File: src/rtl/ibf_pkg.sv
// shared types and constants of the ipv4 blocklist filter
`default_nettype none

package ibf_pkg;

    localparam int TABLE_DEPTH_DEF = 128;

    // request codes
    localparam logic [1:0] REQ_CHECK   = 2'd0;
    localparam logic [1:0] REQ_BLOCK   = 2'd1;
    localparam logic [1:0] REQ_UNBLOCK = 2'd2;

    // result status codes
    localparam logic [1:0] ST_OK        = 2'd0;
    localparam logic [1:0] ST_FULL      = 2'd1;
    localparam logic [1:0] ST_NOT_FOUND = 2'd2;

    typedef enum logic [2:0] {
        S_IDLE,
        S_READ,
        S_CMP,
        S_SH_RD,
        S_SH_WR,
        S_FIN
    } t_state;

    // controller to datapath
    typedef struct packed {
        logic load;
        logic rd_en;
        logic rd_next;
        logic set_found;
        logic idx_inc;
        logic shift_wr;
        logic finish;
    } t_cmd;

    // datapath to controller
    typedef struct packed {
        logic [1:0] req;
        logic       idx_lt_used;
        logic       match;
        logic       more_shift;
    } t_stat;

endpackage

`default_nettype wire

File: src/rtl/ibf_ctrl.sv
// controller state machine: table scan, gap closing and result sequencing
`default_nettype none

module ibf_ctrl (
    input  wire logic          i_clk,
    input  wire logic          i_rst_n,
    input  wire logic          i_start,
    input  wire ibf_pkg::t_stat i_stat,
    output ibf_pkg::t_cmd      o_cmd,
    output logic               o_busy
);

    ibf_pkg::t_state r_state;
    ibf_pkg::t_state n_state;

    always_ff @(posedge i_clk) begin
        if (!i_rst_n) begin
            r_state <= ibf_pkg::S_IDLE;
        end else begin
            r_state <= n_state;
        end
    end

    always_comb begin
        n_state = r_state;
        o_cmd   = '0;
        case (r_state)
            ibf_pkg::S_IDLE: begin
                if (i_start) begin
                    o_cmd.load = 1'b1;
                    n_state    = ibf_pkg::S_READ;
                end
            end
            ibf_pkg::S_READ: begin
                if (i_stat.req != ibf_pkg::REQ_CHECK && i_stat.req != ibf_pkg::REQ_BLOCK &&
                    i_stat.req != ibf_pkg::REQ_UNBLOCK) begin
                    n_state = ibf_pkg::S_FIN;
                end else if (i_stat.idx_lt_used) begin
                    o_cmd.rd_en = 1'b1;
                    n_state     = ibf_pkg::S_CMP;
                end else begin
                    n_state = ibf_pkg::S_FIN;
                end
            end
            ibf_pkg::S_CMP: begin
                if (i_stat.match) begin
                    o_cmd.set_found = 1'b1;
                    if (i_stat.req == ibf_pkg::REQ_UNBLOCK) begin
                        n_state = ibf_pkg::S_SH_RD;
                    end else begin
                        n_state = ibf_pkg::S_FIN;
                    end
                end else begin
                    o_cmd.idx_inc = 1'b1;
                    n_state       = ibf_pkg::S_READ;
                end
            end
            ibf_pkg::S_SH_RD: begin
                // pull the next entry down one slot until the end of the table
                if (i_stat.more_shift) begin
                    o_cmd.rd_en   = 1'b1;
                    o_cmd.rd_next = 1'b1;
                    n_state       = ibf_pkg::S_SH_WR;
                end else begin
                    n_state = ibf_pkg::S_FIN;
                end
            end
            ibf_pkg::S_SH_WR: begin
                o_cmd.shift_wr = 1'b1;
                o_cmd.idx_inc  = 1'b1;
                n_state        = ibf_pkg::S_SH_RD;
            end
            ibf_pkg::S_FIN: begin
                o_cmd.finish = 1'b1;
                n_state      = ibf_pkg::S_IDLE;
            end
            default: begin
                n_state = ibf_pkg::S_IDLE;
            end
        endcase
    end

    assign o_busy = (r_state != ibf_pkg::S_IDLE);

endmodule

`default_nettype wire

File: config.mk
export PLATFORM = sky130hd
export DESIGN_NAME = ibf_ctrl
export DESIGN_NICKNAME = d
export VERILOG_FILES = /design/src/rtl/ibf_pkg.sv /design/src/rtl/ibf_ctrl.sv
export SDC_FILE = /design/constraint.sdc
export NUM_CORES = 1
export LEC_CHECK = 0
export ABC_AREA = 1
export BUFFER_PORTS_ARGS = -buffer_cell sky130_fd_sc_hd__buf_2
export CELL_PAD_IN_SITES_DETAIL_PLACEMENT = 1
export CELL_PAD_IN_SITES_GLOBAL_PLACEMENT = 1
export CORE_AREA = 2 2 39 41
export DETAILED_ROUTE_END_ITERATION = 8
export DIE_AREA = 0 0 41 43
export GPL_ROUTABILITY_DRIVEN = 0
export HOLD_SLACK_MARGIN = 0.05
export PLACE_DENSITY_LB_ADDON = 0.1
export SLEW_MARGIN = 20
export SYNTH_ARGS = -nofsm -noshare
export SYNTH_HDL_FRONTEND = slang
export SYNTH_SLANG_ARGS = --single-unit
File: constraint.sdc
create_clock -name i_clk -period 2.7 [get_ports i_clk]
set_input_delay 0.27 -clock i_clk [delete_from_list [all_inputs] [get_ports i_clk]]
set_output_delay 0.27 -clock i_clk [all_outputs]
set_load 0.005 [all_outputs]
==> results of run 1 <==
-- tightest hold or removal path, cell delays in order --
cell and delay, ps:
buf_2 100, nand2_1 50, inv_1 40
-- metrics by stage --
step,instances,power [W]
2_1_floorplan,49,0.000102
3_3_place_gp,79,0.000126
3_5_place_dp,79,0.000126
4_1_cts,83,0.000207
5_1_grt,83,0.000223
6_report,83,0.000200
-- area by class of cell --
type | count | share of cell area (%)
clock buffers | 4 | 6.93
inverters | 11 | 10.9
multi-input cells | 34 | 41.3
flip-flops and latches | 3 | 15.8
well taps | 16 | 5.28
repair buffers | 15 | 19.8
-- cells in the mapped netlist (all sizes together) --
master,instances,area share [%]
nand2,13,19
inv,11,15
nor2,11,19
o21ai,4,7.4
dfxtp,3,22
nand3,3,5.6
a21boi,1,2.8
buf,1,4.2
nand4,1,2.3
nor3,1,1.9
-- power groups by stage --
stage / Sequential [W] / Clock, W / Combinational [W]
after floorplan: 0.0000556 / 0 / 0.0000466
after global placement: 0.0000594 / 0 / 0.0000664
after detailed placement: 0.0000596 / 0 / 0.0000662
after CTS: 0.0000589 / 0.0000817 / 0.0000662
after global routing: 0.0000597 / 0.0000855 / 0.0000776
final: 0.0000587 / 0.0000770 / 0.0000645
-- worst max path at each step --
stage | startpoint | to | slack, ps | cells past startpoint
2_1_floorplan | r_state[0] | o_cmd[5] | 1670 | 4
3_3_place_gp | r_state[2] | o_cmd[2] | 1490 | 4
3_5_place_dp | r_state[2] | o_cmd[2] | 1500 | 4
4_1_cts | r_state[2] | o_cmd[2] | 1250 | 4
5_1_grt | r_state[2] | o_cmd[2] | 1070 | 4
6_report | r_state[2] | o_cmd[2] | 1280 | 4
-- cells by family (layout without fill, tap and decap cells) --
group	Yosys count	count (layout)	synth area share (%)
simple gates	29	29	47.9
flops	3	3	22.3
buf+inv	12	30	19.5
compound gates	5	5	10.2
-- metal layers --
metal,track usage [%],share of wire (%),vias up
met4,6.00,0,0
li1,-,-,183
met3,1.57,6.3,0
met2,15.0,48,9
met5,0,0,-
met1,13.1,45,143
==> results.md, run 1 <==
* HP Class: in2reg
* DP HPWL at between 600 and 700 µm
* HP Start: i_rst_n
* Core Box Area at ~0.0014 mm²
* R2R setup slack at between 1500 and 2000 ps
* Post-DP Area at roughly 350 µm²
* CTS tree: built
* Buffers on Ports at 15
* Hold Fails Final Rpt at 0
* # hold bufs at CTS at 0
* Slew HR at approximately four fifths
* Worst Max-Slew Pin Slew at 317 ps
* Flop pwr share at a little under 30%
* CTS sink cnt at 3
* CP peak stage delay at 340 ps
* Post-route ant nets at 0
* Pre-Repair DR Iteration Count at 1
* Setup violators final at 0
* Clk Latency, worst-skew pair at between 200 and 250 ps
* Post-synthesis cell type count at 15
* Area Growth Syn to Fin at 40.9%
* Initial antenna violation count at 0
* Hold_ws at between 200 and 300 ps
* Multi-input gate area at around 160 µm²
* Grt ovf at 0
* # rows at 14
* Leakage at roughly 0.24 nW
* CP arrival at around 1200 ps
* First-pass GRT wire length at approximately 1200 µm
* Routed wire per std cell at 8.66 µm
* Final WL at between 700 and 800 µm
* Worst-path cell chain: nor2_1 > nand2_1 > o21ai_0 > buf_2
* Post-CTS sizing at 0
* Hold Path Sink: r_state[1]
* Most frequent cells in the layout: 15 x buf_2, 12 x nand2_1, 10 x inv_1, 9 x nor2_1
* CTS root buf: clkbuf_4
* Routed via count at roughly 340
* Maxcap violations at 0
* Seq. cell area at about 60 µm²
* GRT Overall Usage at 10.1%
* Slowest-stage cell, CP: dfxtp_1
* Pwr/cell area at around 530 mW/mm²
* Yosys reg bits at 3
* Number of flip-flops in the largest register at 3
* Postcts setup bufs at 0
* Logic pwr share at between 30% and 40%
* Most flops, register: r_state
* Critical path launch point type: flop
* Register area share after synthesis at between 20% and 30%
* Worst setup EP type: output port
* Initial core utilization at between 10% and 20%
* Die area at 0.00176 mm²
* Worst flop-to-flop path startpoint: r_state[1]
* Num CTS Buffers at 3
* Internal power at between 0.0001 and 0.00015 W
* Place WS at between 1000 and 1500 ps
* Fin crit share at 52.8%
* Worst r2r path cells at 5
* ANT cells at 0
* Setup TNS at 0 ps
* Fin worst setup slack at between 1000 and 1500 ps
* # IOs at 16
* Fmax at roughly 0.70 GHz
* Switching power at between 0.00006 and 0.00007 W
* Clock Pin Slew Worst Setup and Hold Paths at 30 ps
* Initial DRC count at 0
* RSZ-0062 raised after global routing: no
* Ys Warns at 0
* Type of the worst setup path: reg2out
* Filler Cell Count at ~200
* Util after Layout at a little over a quarter
* Clock Skew at roughly 2.8 ps
* Sw frac at approximately a third
* Die Width at between 40 and 50 µm
* NumNets Final at 76
* Largest net degree at the start of global routing at 9
* Worst-path fanout max at 4
* Largest registers in the final layout: r_state (3)
* Hold-critical path depth at 3
* Final Max Tran Viols at 0
* Bufs and invs on worst path at 1
* Vias in the first global route at about 320
* Layout cells sized above 1 at between 30% and 40%
* FF-to-FF End: r_state[1]
* Via/cell ratio at ~4.0
* Clock tree buffer depth at 2
* Post-Syn Nets at 57
* Min Tclk post-route at 1420 ps
* Worst endpoint required time at 2430 ps
* Fin area at ~380 µm²
* Die span in y at between 40 and 50 µm
* Post-Syn Area at between 200 and 300 µm²
* Post-route DRC violation count at 0
* Gate Count Post-Synth at 49
* Syn Area/Cell at between 5 and 6 µm²
* Maximum vdd drop at 0.000202 V
* Top delay family on crit path: flip-flops
* Outcome: complete, no violations
* H-tree lvl count at 1
* Most common cell after layout, fill and taps aside: buf_2
* Clock Power Share at approximately two fifths
Note: power is estimated with default switching activity, not from simulation.
==> inputs of run 2 (changes only) <==
--- a/config.mk
+++ b/config.mk
@@ -5,7 +5,7 @@
 export SDC_FILE = /design/constraint.sdc
 export NUM_CORES = 1
 export LEC_CHECK = 0
-export ABC_AREA = 1
+export ABC_AREA = 0
 export BUFFER_PORTS_ARGS = -buffer_cell sky130_fd_sc_hd__buf_2
 export CELL_PAD_IN_SITES_DETAIL_PLACEMENT = 1
 export CELL_PAD_IN_SITES_GLOBAL_PLACEMENT = 1
==> constraint.sdc (replaced) <==
create_clock -name i_clk -period 1.2 [get_ports i_clk]
set_input_delay 0.12 -clock i_clk [delete_from_list [all_inputs] [get_ports i_clk]]
set_output_delay 0.12 -clock i_clk [all_outputs]
set_load 0.005 [all_outputs]
==> results.md, run 2 <==
* Synth top area share at about a quarter
* Worst-path fanout max at 7
* Post-route ant nets at 0
* Critical path launch point type: flop
* Largest registers in the final layout: r_state (3)
* Post-synth EDFFs at 0
* Maximum vdd drop at 0.000575 V
* Maxcap violations at 0
* NumNets Final at a little under 70
* Die span in y at between 40 and 50 µm
* GRT Overall Usage at approximately 11%
* Worst r2r path cells at 5
* Num CTS Buffers at 3
* Setup violators final at 1
* Clock Pin Slew Worst Setup and Hold Paths at 30 ps
* Die Width at just over 40 µm
* Place WS at 81.2 ps
* Number of flip-flops in the largest register at 3
* # IOs at 16
* Initial antenna violation count at 0
* Outcome: complete, but fails checks
* Fmax at 0.810 GHz
* Largest net degree at the start of global routing at 8
* Fin worst setup slack at -34.6 ps
* Grt ovf at 0
* Post-DP Area at roughly 370 µm²
* Hold-critical path depth at 3
* Top cells by area, synth: dfxtp_1 24%, nand2_1 7.4%, nor2_1 7.4%
* Pwr/cell area at approximately 1000 mW/mm²
* CP arrival at roughly 1100 ps
* Final Max Tran Viols at 0
* ANT cells at 0
* Worst flop-to-flop path startpoint: r_state[1]
* RSZ-0062 raised after global routing: yes
* Via/cell ratio at between 4 and 5
* Hold_ws at 176 ps
* First-pass GRT wire length at about 1200 µm
* Post-route DRC violation count at 0
* Worst Max-Slew Pin Slew at roughly 170 ps
* Type of the worst setup path: reg2out
* CTS sink cnt at 3
* Gate Count Post-Synth at 36
* H-tree lvl count at 1
* Clock tree buffer depth at 2
* Vias in the first global route at roughly 310
* Layout cells sized above 1 at about three fifths
* Worst setup EP type: output port
* # rows at 14
* Min Tclk post-route at about 1200 ps
* Fin area at between 400 and 500 µm²
* Routed wire per std cell at just under 10 µm
* Post-Syn Area at around 260 µm²
* Final Total Pwr at ~0.00045 W
* CTS tree: built
* Area Growth Syn to Fin at 70.1%
* Hold Fails Final Rpt at 0
* Most flops, register: r_state
* HP Class: in2reg
* Initial core utilization at between 10% and 20%
* Yosys top cell by area: dfxtp_1
* Clk Latency, worst-skew pair at 230 ps
* Util after Layout at around a third
* Slew HR at 88.7%
* Post-Syn Nets at between 40 and 50
* Routed via count at 339
* Die area at 0.00176 mm²
* Post-synth top cells: 5 x nand2_1, 5 x nor2_1, 4 x inv_1
* Fraction of registers with async set/reset at 0%
* Leakage at roughly 0.22 nW
* Initial DRC count at 3
* CTS root buf: clkbuf_4
* Fin crit share at 103%
* Register area share after synthesis at 23.5%
* Most common cell after layout, fill and taps aside: buf_2
* Ys flop type: dfxtp_1
* Syn Area/Cell at 7.09 µm²
* Worst endpoint required time at 1080 ps
* Most frequent cells in the layout: 15 x buf_2, 6 x buf_4, 5 x nor2_1, 4 x nand2_1, 4 x inv_1
* Core Box Area at approximately 0.0014 mm²
* Hold Path Sink: r_state[2]
* Pre-Repair DR Iteration Count at 4
* Ys Warns at 0
* DP HPWL at around 640 µm
* Final WL at roughly 750 µm
* R2R setup slack at ~90 ps
* Clock Skew at 3.07 ps
* FF-to-FF End: r_state[1]
* # hold bufs at CTS at 0
* Post-synthesis cell type count at 19
* Buffers on Ports at 15
* Failing checks: negative setup slack
* HP Start: i_stat[3]
* Yosys reg bits at 3
run 2: changes by cell type in the layout (fill, tap and decap cells not counted), moves of 2 or more:
cell | previous run | this run
nand2_1 | 12 | 4
buf_4 | 0 | 6
inv_1 | 10 | 4
nor2_1 | 9 | 5
dfxtp_1 | 3 | 0
o21ai_0 | 3 | 0
a21oi_2 | 0 | 2
dfxtp_2 | 0 | 2
run 2: final cells by class:
| type | count | area (µm²) |
|---|---|---|
| fill | 190 | 950 |
| multi-input combinational | 27 | 183 |
| timing repair buffer | 21 | 120 |
| sequential | 3 | 66.3 |
| clock buffer | 4 | 26.3 |
| tap | 16 | 20.0 |
| inverter | 5 | 18.8 |
run 2: cells by family after synthesis:
| logic type | Yosys count | synth area share, % |
|---|---|---|
| buf+inv | 6 | 11.8 |
| compound gates | 10 | 27.0 |
| flops | 3 | 23.5 |
| simple gates | 17 | 37.7 |
run 2: worst max path at each step:
stage,from,cells past startpoint,to
2_1_floorplan,r_state[0],5,r_state[1]
3_3_place_gp,r_state[0],4,r_state[1]
3_5_place_dp,r_state[0],4,r_state[1]
4_1_cts,r_state[1],4,o_cmd[5]
5_1_grt,r_state[1],4,o_cmd[5]
6_report,r_state[1],4,o_cmd[5]
run 2: where the power goes:
part / switching, W / leakage (nW) / internal, W
combinational: 0.0000760 / 0.179 / 0.0000858
sequential: 0.0000105 / 0.0261 / 0.000110
clock: 0.0000455 / 0.0150 / 0.000124
total: 0.000132 / 0.220 / 0.000320
run 2: worst max-delay path, cell delays in order (launching register included):
cell and delay (ps):
dfxtp_4 360, nand2b_4 140, a21o_1 170, a21oi_2 110, buf_2 110
run 2: repair_timing:
action | 4_1_cts | 5_1_grt
pin swaps | 1 | 1
hold endpoints to repair | 0 | 0
setup buffers | 2 | 0
setup endpoints to repair | 4 | 6
gates resized for setup | 3 | 5
run 2: per-stage QoR:
step,TNS (ps),instances
after detailed placement,0,70
after global placement,0,70
final,-34.6,76
after global routing,-216,76
after CTS,-58.9,76
after floorplan,0,36
run 2: routing by layer:
metal,vias up,GRT usage (%),routed length (µm)
met5,-,0,0
met4,0,2.00,0
met3,0,7.85,60
met2,12,16.6,377
met1,154,11.9,313
li1,173,-,-
